<file path="config.mk">
export PLATFORM = sky130hd
export DESIGN_NAME = printhead_column_packer_flat
export DESIGN_NICKNAME = d
export VERILOG_FILES = /design/src/sv/phc_pkg.sv /design/src/sv/phc_if.sv /design/src/sv/phc_spread.sv /design/src/sv/phc_emit.sv /design/src/sv/printhead_column_packer.sv /design/src/flat_wrapper.sv
export SDC_FILE = /design/constraint.sdc
export NUM_CORES = 1
export LEC_CHECK = 0
export ABC_AREA = 1
export BUFFER_PORTS_ARGS = -buffer_cell sky130_fd_sc_hd__buf_2
export CAP_MARGIN = 20
export CELL_PAD_IN_SITES_DETAIL_PLACEMENT = 0
export CELL_PAD_IN_SITES_GLOBAL_PLACEMENT = 1
export CORE_MARGIN = 1.5
export CORE_UTILIZATION = 48
export CTS_CLUSTER_DIAMETER = 100
export DETAILED_ROUTE_END_ITERATION = 12
export PLACE_DENSITY = 0.79
export SYNTH_ARGS = -nofsm -noshare
export SYNTH_HDL_FRONTEND = slang
export SYNTH_HIERARCHICAL = 1
export SYNTH_SLANG_ARGS = --single-unit
</file>
<file path="constraint.sdc">
create_clock -name i_clk -period 12.8 [get_ports i_clk]
set_input_delay 0 -clock i_clk [delete_from_list [all_inputs] [get_ports i_clk]]
set_output_delay 0 -clock i_clk [all_outputs]
set_load 0.01 [all_outputs]
</file>
<file path="src/sv/phc_pkg.sv">
// ----------------------------------------------------------------------------
// phc_pkg: shared types, constants and function of the column packer
// Column record, directory base code and the nozzle spreading function.
// ----------------------------------------------------------------------------
package phc_pkg;

    localparam int unsigned WORD_W          = 16;
    localparam int unsigned NOZZLE_W        = 8;
    localparam int unsigned MAX_GROUPS      = 13;
    localparam int unsigned LOW_W           = 48;
    localparam int unsigned HIGH_W          = 56;
    localparam int unsigned GROUP_COUNT_DEF = 13;
    localparam int unsigned DIR_TAG_BIT     = 13;

    localparam logic [WORD_W-1:0] DIR_BASE = 16'h2000;

    typedef struct packed {
        logic [HIGH_W-1:0] groups_high;
        logic [LOW_W-1:0]  groups_low;
        logic              odd_phase;
    } t_col;

    typedef struct packed {
        logic              valid;
        logic [WORD_W-1:0] dir;
    } t_load_req;

    function automatic logic [WORD_W-1:0] spread_bits(
        input logic [NOZZLE_W-1:0] nozzles,
        input logic                phase
    );
        logic [WORD_W-1:0] w;
        w = '0;
        for (int k = 0; k < NOZZLE_W; k++) begin
            w[WORD_W-1-2*k] = nozzles[k];
        end
        return phase ? (w >> 1) : w;
    endfunction

endpackage

</file>
<file path="src/sv/phc_if.sv">
// ----------------------------------------------------------------------------
// phc_if: valid/ready channels of the column packer
// Column channel into the block and word channel out of it.
// ----------------------------------------------------------------------------
interface phc_col_if
    import phc_pkg::*;
();
    logic              valid;
    logic              ready;
    logic [LOW_W-1:0]  groups_low;
    logic [HIGH_W-1:0] groups_high;
    logic              odd_phase;

    modport source (output valid, output groups_low, output groups_high,
                    output odd_phase, input ready);
    modport sink   (input valid, input groups_low, input groups_high,
                    input odd_phase, output ready);
endinterface

interface phc_word_if
    import phc_pkg::*;
();
    logic              valid;
    logic              ready;
    logic [WORD_W-1:0] out_word;
    logic              last_word;

    modport source (output valid, output out_word, output last_word, input ready);
    modport sink   (input valid, input out_word, input last_word, output ready);
endinterface

</file>
<file path="src/sv/phc_spread.sv">
// ----------------------------------------------------------------------------
// phc_spread: group split, word spreading and directory build
// Turns one registered column into its group words, occupancy and directory.
// ----------------------------------------------------------------------------
module phc_spread
    import phc_pkg::*;
#(
    parameter int unsigned GROUP_COUNT = GROUP_COUNT_DEF
) (
    input  t_col              i_col,
    output logic [WORD_W-1:0] o_words [GROUP_COUNT],
    output logic [GROUP_COUNT-1:0] o_nonempty,
    output logic [WORD_W-1:0] o_dir
);

    logic [LOW_W+HIGH_W-1:0] all_bits;

    assign all_bits = {i_col.groups_high, i_col.groups_low};

    always_comb begin
        o_dir = DIR_BASE;
        for (int g = 0; g < GROUP_COUNT; g++) begin
            o_nonempty[g] = |all_bits[NOZZLE_W*g +: NOZZLE_W];
            o_words[g]    = spread_bits(all_bits[NOZZLE_W*g +: NOZZLE_W], i_col.odd_phase);
            o_dir[g]      = ~o_nonempty[g];
        end
    end

endmodule

</file>
<file path="src/sv/phc_emit.sv">
// ----------------------------------------------------------------------------
// phc_emit: word sequencer and output register
// Holds one column's words and sends the directory, then each non-empty word.
// ----------------------------------------------------------------------------
module phc_emit
    import phc_pkg::*;
#(
    parameter int unsigned GROUP_COUNT = GROUP_COUNT_DEF
) (
    input  logic                   i_clk,
    input  logic                   i_rst_n,
    input  t_load_req              i_req,
    input  logic [WORD_W-1:0]      i_words [GROUP_COUNT],
    input  logic [GROUP_COUNT-1:0] i_nonempty,
    output logic                   o_take,
    phc_word_if.source             o_word
);

    logic                   r_busy;
    logic                   r_dir_pend;
    logic [GROUP_COUNT-1:0] r_mask;
    logic [WORD_W-1:0]      r_dir;
    logic [WORD_W-1:0]      r_words [GROUP_COUNT];
    logic                   r_out_valid;
    logic [WORD_W-1:0]      r_out_word;
    logic                   r_out_last;

    logic                   out_adv;
    logic                   emit_fire;
    logic                   emit_last;
    logic [GROUP_COUNT-1:0] cur_onehot;
    logic [WORD_W-1:0]      sel_word;

    assign out_adv    = !r_out_valid || o_word.ready;
    assign emit_fire  = out_adv && r_busy;
    assign cur_onehot = r_mask & (~r_mask + GROUP_COUNT'(1));
    assign emit_last  = r_dir_pend ? (r_mask == '0) : ((r_mask & ~cur_onehot) == '0);
    assign o_take     = i_req.valid && (!r_busy || (emit_fire && emit_last));

    always_comb begin
        sel_word = '0;
        for (int g = 0; g < GROUP_COUNT; g++) begin
            sel_word = sel_word | (cur_onehot[g] ? r_words[g] : '0);
        end
    end

    always_ff @(posedge i_clk) begin
        if (!i_rst_n) begin
            r_busy     <= 1'b0;
            r_dir_pend <= 1'b0;
        end else if (o_take) begin
            r_busy     <= 1'b1;
            r_dir_pend <= 1'b1;
        end else if (emit_fire) begin
            if (emit_last) begin
                r_busy <= 1'b0;
            end
            r_dir_pend <= 1'b0;
        end
    end

    always_ff @(posedge i_clk) begin
        if (o_take) begin
            r_mask  <= i_nonempty;
            r_dir   <= i_req.dir;
            r_words <= i_words;
        end else if (emit_fire && !r_dir_pend) begin
            r_mask <= r_mask & ~cur_onehot;
        end
    end

    always_ff @(posedge i_clk) begin
        if (!i_rst_n) begin
            r_out_valid <= 1'b0;
        end else if (out_adv) begin
            r_out_valid <= r_busy;
        end
    end

    always_ff @(posedge i_clk) begin
        if (out_adv) begin
            r_out_word <= r_dir_pend ? r_dir : sel_word;
            r_out_last <= emit_last;
        end
    end

    assign o_word.valid     = r_out_valid;
    assign o_word.out_word  = r_out_word;
    assign o_word.last_word = r_out_last;

`ifndef SYNTHESIS
    a_dir_pend_busy: assert property (@(posedge i_clk) disable iff (!i_rst_n)
        r_dir_pend |-> r_busy)
        else $error("directory pending without an active column");

    a_dir_tag: assert property (@(posedge i_clk) disable iff (!i_rst_n)
        r_busy && r_dir_pend |-> r_dir[DIR_TAG_BIT])
        else $error("directory word lacks its tag bit");

    a_mask_live: assert property (@(posedge i_clk) disable iff (!i_rst_n)
        r_busy && !r_dir_pend |-> r_mask != '0)
        else $error("active column has no group words left");

    a_group_word_set: assert property (@(posedge i_clk) disable iff (!i_rst_n)
        emit_fire && !r_dir_pend |=> r_out_word != '0)
        else $error("empty group word sent");
`endif

endmodule

</file>
<file path="src/sv/printhead_column_packer.sv">
// ----------------------------------------------------------------------------
// printhead_column_packer: packs printhead columns into directory and words
// Input register, spreading logic and a word sequencer with output register.
// ----------------------------------------------------------------------------
// Usage:
//   i_col carries one column per transfer: 13 groups of 8 nozzle bits and
//   the odd_phase bit. o_word carries 16-bit words; each column yields a
//   directory word (0x2000 plus one bit per empty group) followed by the
//   spread word of every non-empty group, last_word marking the final one.
//   Path: a column is captured in the input register, then loaded into the
//   sequencer, and its words pass the output register, directory word first.
//   Throughput: one word per cycle on o_word while o_word.ready is high; a
//   column yields 1 + N words, N being its non-empty group count, so up to
//   14 words per column. The single output channel sets that rate. The next
//   column is loaded in the cycle its predecessor's last word enters the
//   output register, and one more column waits in the input register meanwhile.
//   Stall: when o_word.ready is low the output register holds a valid word,
//   the sequencer holds, and i_col.ready drops once the input register fills.
//   Reset: synchronous, active low; clears all valid and busy flags, so no
//   word is pending afterwards.
// ----------------------------------------------------------------------------
module printhead_column_packer
    import phc_pkg::*;
#(
    parameter int unsigned GROUP_COUNT = GROUP_COUNT_DEF
) (
    input  logic       i_clk,
    input  logic       i_rst_n,
    phc_col_if.sink    i_col,
    phc_word_if.source o_word
);

    t_col                   r_col;
    logic                   r_col_valid;
    logic                   in_fire;
    logic                   take;
    t_load_req              req;
    logic [WORD_W-1:0]      words [GROUP_COUNT];
    logic [GROUP_COUNT-1:0] nonempty;
    logic [WORD_W-1:0]      dir;

    assign i_col.ready = !r_col_valid || take;
    assign in_fire     = i_col.valid && i_col.ready;

    always_ff @(posedge i_clk) begin
        if (!i_rst_n) begin
            r_col_valid <= 1'b0;
        end else if (in_fire) begin
            r_col_valid <= 1'b1;
        end else if (take) begin
            r_col_valid <= 1'b0;
        end
    end

    always_ff @(posedge i_clk) begin
        if (in_fire) begin
            r_col.groups_low  <= i_col.groups_low;
            r_col.groups_high <= i_col.groups_high;
            r_col.odd_phase   <= i_col.odd_phase;
        end
    end

    phc_spread #(
        .GROUP_COUNT(GROUP_COUNT)
    ) u_spread (
        .i_col      (r_col),
        .o_words    (words),
        .o_nonempty (nonempty),
        .o_dir      (dir)
    );

    assign req.valid = r_col_valid;
    assign req.dir   = dir;

    phc_emit #(
        .GROUP_COUNT(GROUP_COUNT)
    ) u_emit (
        .i_clk      (i_clk),
        .i_rst_n    (i_rst_n),
        .i_req      (req),
        .i_words    (words),
        .i_nonempty (nonempty),
        .o_take     (take),
        .o_word     (o_word)
    );

endmodule
</file>
<file path="src/flat_wrapper.sv">
// flat-port wrapper written by rule: the top's interface ports become plain ports
module printhead_column_packer_flat import phc_pkg::*;
#(
    parameter int unsigned GROUP_COUNT = GROUP_COUNT_DEF
)
  (i_clk, i_rst_n, i_col_valid, i_col_groups_low, i_col_groups_high, i_col_odd_phase, i_col_ready, o_word_valid, o_word_out_word, o_word_last_word, o_word_ready);
  phc_col_if i_col_i ();
  phc_word_if o_word_i ();
  input  logic i_clk;
  input  logic i_rst_n;
  input wire logic [$bits(i_col_i.valid)-1:0] i_col_valid;
  input wire logic [$bits(i_col_i.groups_low)-1:0] i_col_groups_low;
  input wire logic [$bits(i_col_i.groups_high)-1:0] i_col_groups_high;
  input wire logic [$bits(i_col_i.odd_phase)-1:0] i_col_odd_phase;
  output wire logic [$bits(i_col_i.ready)-1:0] i_col_ready;
  output wire logic [$bits(o_word_i.valid)-1:0] o_word_valid;
  output wire logic [$bits(o_word_i.out_word)-1:0] o_word_out_word;
  output wire logic [$bits(o_word_i.last_word)-1:0] o_word_last_word;
  input wire logic [$bits(o_word_i.ready)-1:0] o_word_ready;
  assign i_col_i.valid = i_col_valid;
  assign i_col_i.groups_low = i_col_groups_low;
  assign i_col_i.groups_high = i_col_groups_high;
  assign i_col_i.odd_phase = i_col_odd_phase;
  assign i_col_ready = i_col_i.ready;
  assign o_word_valid = o_word_i.valid;
  assign o_word_out_word = o_word_i.out_word;
  assign o_word_last_word = o_word_i.last_word;
  assign o_word_i.ready = o_word_ready;
  printhead_column_packer #(.GROUP_COUNT(GROUP_COUNT)) u_core (.i_clk(i_clk), .i_rst_n(i_rst_n), .i_col(i_col_i), .o_word(o_word_i));
endmodule
</file>
* Word level (Yosys, flattened, before mapping)
Index checks and enable logic that the tools add are counted.
** Storage, ports and cells
- Bits in read-only memories :: 0
- Memories :: 0
- Logic and storage cells :: 124
- Register bits after elaboration :: 360
- Latch bits :: 0
- Memory bits (writable) :: 0
** Operators by class
- Multipliers :: 0
- Order comparisons :: 0
- Equality and inequality tests :: 0
- $add $sub $neg :: 1
- Reductions and logical operators :: 32
- Shifts and indexed selects :: 0
- Multiplexer cells :: 24
- Bitwise logic cells :: 29
- Div/mod/pow operators :: 0
** Operators with widths (number)
- two-way mux 16 bit :: 13
- OR 16 bit :: 12
- OR reduction 8 bit :: 13
- two-way mux 13 bit :: 3
- AND 13 bit :: 2
- zero test 13 bit :: 2
- inverter 13 bit :: 2
- adder 13 x 1 -> 13 bit, second input constant :: 1
- inverter 1 bit :: 13
- two-way mux 1 bit :: 8
- nonzero test 2 bit :: 4
- logical AND 1 bit :: 5
- zero test 1 bit :: 4
- logical OR 1 bit :: 3
- AND reduction 2 bit :: 1

* Longest topological paths before layout
- Word-level depth :: 17
- Mapped depth :: 18

* Modules after synthesis
Netlist, hierarchy kept.
** By module, submodules not included
- phc_emit :: seq. area each 7687.4 um^2, cells each 716, instances 1, area an instance 9800.6 um^2
- printhead_column_packer :: seq. area each 3173.0 um^2, cells each 112, instances 1, area an instance 3204.3 um^2
- phc_spread :: seq. area each 0.0 um^2, cells each 600, instances 1, area an instance 2382.3 um^2

* Worst setup path after synthesis
Ideal clock, no wire load.
- Path type :: reg-to-reg
- Start :: reg u_core.u_emit.r_mask[2]
- End :: reg u_core/r_col[0] (netlist bit), enable pin
- Path slack :: 0.992 ns
- Data required time :: 12.196 ns
- Setup time :: 0.604 ns
- Arrival time :: 11.204 ns
- Path buffers :: 1
- Period minus slack after synthesis :: 11.808 ns
- Stages on the path, launching flop included :: 17
- Cell sequence :: edfxtp_1 -> nor2_2 -> nand3_2 -> nor2_4 -> inv_2 -> nand2_1 -> nand2_1 -> nor2_1 -> nand2_1 -> nand2_2 -> nand2_2 -> nand2_4 -> nand2_4 -> buf_6 -> inv_1 -> inv_2 -> a21oi_1
** On the way
- Cells in the longest elaborated chain, start to end :: 12
** RTL lines
- start, declared :: line phc_emit.sv:21 : logic [GROUP_COUNT-1:0] r_mask;
- start signal, assigned :: line phc_emit.sv:64 : r_mask <= i_nonempty;
- start signal, assigned :: line phc_emit.sv:68 : r_mask <= r_mask & ~cur_onehot;
- inverter 13 bit :: line phc_emit.sv:36 : assign cur_onehot = r_mask & (~r_mask + GROUP_COUNT'(1));
- adder 13 x 1 -> 13 bit :: line phc_emit.sv:36
- AND 13 bit :: line phc_emit.sv:36
- inverter 13 bit :: line phc_emit.sv:37 : assign emit_last = r_dir_pend ? (r_mask == '0) : ((r_mask & ~cur_onehot) == '0);
- AND 13 bit :: line phc_emit.sv:37
- zero test 13 bit :: line phc_emit.sv:37
- two-way mux 1 bit * :: line phc_emit.sv:37
- via u_core.u_emit.emit_last :: line phc_emit.sv:30 : logic emit_last;
- logical AND 1 bit * :: line phc_emit.sv:38 : assign o_take = i_req.valid && (!r_busy || (emit_fire && emit_last));
- logical OR 1 bit * :: line phc_emit.sv:38
- logical AND 1 bit * :: line phc_emit.sv:38
- via u_core.take :: line printhead_column_packer.sv:36 : logic take;
- logical OR 1 bit * :: line printhead_column_packer.sv:42 : assign i_col.ready = !r_col_valid || take;
- logical AND 1 bit * :: line printhead_column_packer.sv:43 : assign in_fire = i_col.valid && i_col.ready;
- via u_core.in_fire :: line printhead_column_packer.sv:35 : logic in_fire;
- end, declared :: line printhead_column_packer.sv:33 : t_col r_col;
Mark *: on every way through the listed nets, which the timed path passes. The rest lies on a longest branch.
A chain may end at the register's enable or synchronous reset.

* Worst setup path in the final report
- Start :: reg u_core.u_emit.r_mask[0]
- End :: reg u_core/r_col[82] (netlist bit), enable pin
Same word-level chain as after synthesis.

==> out/metrics.yaml <==
clock-sinks: 363
endpoint_kind: "flop"
fin_tns_setup_ps: 0
netlist_instances: 1428
grt_setup_unrepaired: "false"
grt.total_usage: 0.219
power_density_nw_per_um2: 149
nets: 1779
worstSetupPathDepth: 17
finClkSkew_ps: 9.36
htreeDepth: 2
hold_path.class: "input port to flop"
port_buffers: 127
drv_cap: 0
crit_required_ps: 12940
cp_cell_sequence: "nor2_4 -> nand2_1 -> nor2_2 -> nand2_1 -> nand2_1 -> nand2_1 -> nor2_1 -> nand2_1 -> nand2_2 -> nand2_2 -> nand2_4 -> nand2_4 -> inv_8 -> inv_2 -> a21oi_4 -> buf_4 -> buf_4"
switching_share: 0.232
pwr-share-clk: 0.382
p_total_uw: 2780
yosysWarnings: 6
ys_ff_latch: 363
pwr-share-seq: 0.528
rr_worst_depth: 17
synth_cell_types: 31
clk_latency_ps: 510
netlist_area_um2: 15400
hold_depth: 4
syn2layout_area_growth_pct: 20.7
critPathKind: "flop to flop"
p_leak_uw: 0.00827
cts_resized: 0
initial_core_util: 0.488
critical_path.most_common_cell: "nand2_1"
grt_pass1_vias: 10000
critPathSlowestCell: "edfxtp_1"
p_int_uw: 2130
drt-initial-drc-count: 941
worst-path-buf-inv: 4
r2r_slack_ps: 7640
root_buffer: "clkbuf_16"
cts-buffers-inserted: 39
dr.pass1.iters: 7
synth-seq-area-share: 0.706
cp-start-kind: "flop"
fillers: 2640
ios: 128
finalHoldViolations: 0
tightest_slew_ps: 1130
cp.arrival_ps: 5300
critical_path.top_delay_family: "buffers and inverters"
cts_buffer_depth: 3
max_stage_delay_ps: 690
antenna_found_initial: 0
status: "finished clean"
holdPathEnd: "u_core/u_emit/o_word.out_word[1]"
die_area_um2: 33100
finalCritPeriodShare: 0.403
drtAntennaViolNets: 0
fin_crit_ps: 5160
place_congestion: 0.851
pwr-share-comb: 0.090
wl_per_cell_um: 17.1
dp_hpwl_um: 23400
reg2reg_from: "u_core/u_emit/r_mask[0]"
power.net_switching_uw: 644
grt_pass1_wl_um: 54500
grt_max_degree: 148
dieWidth_um: 182
drive_gt1_frac: 0.121
worstPathMaxFanout: 147
vias: 10200
max_freq_mhz: 194
drc: 0
coreArea_um2: 31600
maxSlewHeadroom: 0.247
hold_start: "o_word_ready"
die_h_um: 182
viasPerCell: 4.87
core.rowCount: 65
timing.rr.end: "u_core/r_col[82]"
utilization: 0.589
finalSetupViolations: 0
peakVddDrop_v: 0.0000848
cts_tree: "built"
grt_overflow_total: 0
drv_slew: 0
cts.reportedPaths.clkPinSlew_ps: 60
wl_um: 35800
syn_area_per_cell_um2: 10.8
[through the flow]
stage / cell area, um2 / hold WS [ps] / worst slack [ps] / instances
after floorplan: 15400 / 98.9 / 992 / 1429
after global placement: 16300 / 176 / 7940 / 1922
after detailed placement: 16300 / 178 / 7760 / 1923
after CTS: 18600 / 119 / 7740 / 2098
after global routing: 18600 / 139 / 7310 / 2099
final: 18600 / 132 / 7640 / 2100
[placed cells by master (no fill, tap or decap), types with 26 or more instances in the layout]
master	count
nand2_1	350
dlygate4sd3_1	107
buf_2	127
a21oi_1	26
clkbuf_16	41
edfxtp_1	359
nor2_1	231
nand3_1	52
inv_1	276
[cells by family (layout without fill, tap and decap cells)]
| family | Yosys count | in the layout | synth area share |
|---|---|---|---|
| flip-flops | 363 | 363 | 0.706 |
| other | 2 | 4 | 0.000488 |
| AO/OA/AOI/OAI | 69 | 69 | 0.0298 |
| AND/OR/NAND/NOR | 668 | 668 | 0.174 |
| buffers and inverters | 326 | 594 | 0.0899 |
[registers in the layout, indices dropped and copies added, names as in the netlist]
register and flops:
u_core/r_col 105, u_core/r_col_valid 1, u_core/u_emit/o_word.last_word 1, u_core/u_emit/o_word.out_word 16, u_core/u_emit/o_word.valid 1, u_core/u_emit/r_busy 1
u_core/u_emit/r_dir 16, u_core/u_emit/r_dir_pend 1, u_core/u_emit/r_mask 13, u_core/u_emit/r_words 208
[Yosys cell counts, drive strengths merged]
cell / instances / area [um2]
nand2: 356 / 1360
clkbuf: 8 / 30.0
a211oi: 3 / 22.5
nor2: 236 / 913
o2111ai: 4 / 35.0
nand3: 53 / 270
nor3b: 1 / 7.51
o21ai: 6 / 30.0
dfxtp: 4 / 80.1
inv: 279 / 1050
o22a: 4 / 35.0
and3: 1 / 6.26
clkinv: 1 / 3.75
a22o: 3 / 26.3
a221oi: 12 / 105
a21oi: 30 / 161
conb: 2 / 7.51
nand4: 11 / 68.8
buf: 38 / 302
nor3: 10 / 50.1
edfxtp: 359 / 10800
a31oi: 7 / 43.8
[worst reg2reg max path, cell delays in order (launching register included)]
cell and delay (ps):
edfxtp_1 690, nor2_4 330, nand2_1 160, nor2_2 150, nand2_1 90, nand2_1 100
nand2_1 70, nor2_1 80, nand2_1 70, nand2_2 70, nand2_2 60, nand2_4 180
nand2_4 200, inv_8 680, inv_2 400, a21oi_4 160, buf_4 480, buf_4 710
[power groups by stage]
| stage | clock (uW) | combinational [uW] | sequential, uW |
|---|---|---|---|
| after detailed placement | 0 | 223 | 1490 |
| after global placement | 0 | 218 | 1490 |
| after floorplan | 0 | 138 | 1490 |
| after CTS | 1080 | 250 | 1470 |
| after global routing | 1130 | 277 | 1480 |
| final | 1060 | 250 | 1470 |
[what timing repair did]
action	in CTS	in global routing
hold buffers	107	0
endpoints found under the hold margin	109	0
setup buffers	0	0
[routing by layer]
layer | part of all wire | global-route usage
met5 | 0 | 0
met4 | 0.040 | 0.0952
met3 | 0.046 | 0.0293
met2 | 0.48 | 0.368
met1 | 0.43 | 0.287
[worst max path at each step]
stage | startpoint | end | slack, ps
global route | u_core/u_emit/r_mask[0] | u_core/r_col[85] | 7310
detailed placement | u_core/u_emit/r_mask[0] | u_core/r_col[59] | 7760
global placement | u_core/u_emit/r_mask[0] | u_core/r_col[77] | 7940
CTS | u_core/u_emit/r_mask[0] | u_core/r_col[61] | 7740
finish | u_core/u_emit/r_mask[0] | u_core/r_col[82] | 7640
floorplan | u_core/u_emit/r_mask[2] | u_core/r_col[0] | 990
[layout make-up]
class                   count  area [um2]  area share
diodes                      1        2.50    0.000135
clock buffers              53        1070      0.0577
clock inverters            15         118     0.00633
inverters                 280        1060      0.0570
multi-input cells         740        3160       0.170
flip-flops and latches    363       10900       0.585
well taps                 402         503      0.0271
repair buffers            246        1800      0.0969
(Power assumes the default switching activity.)
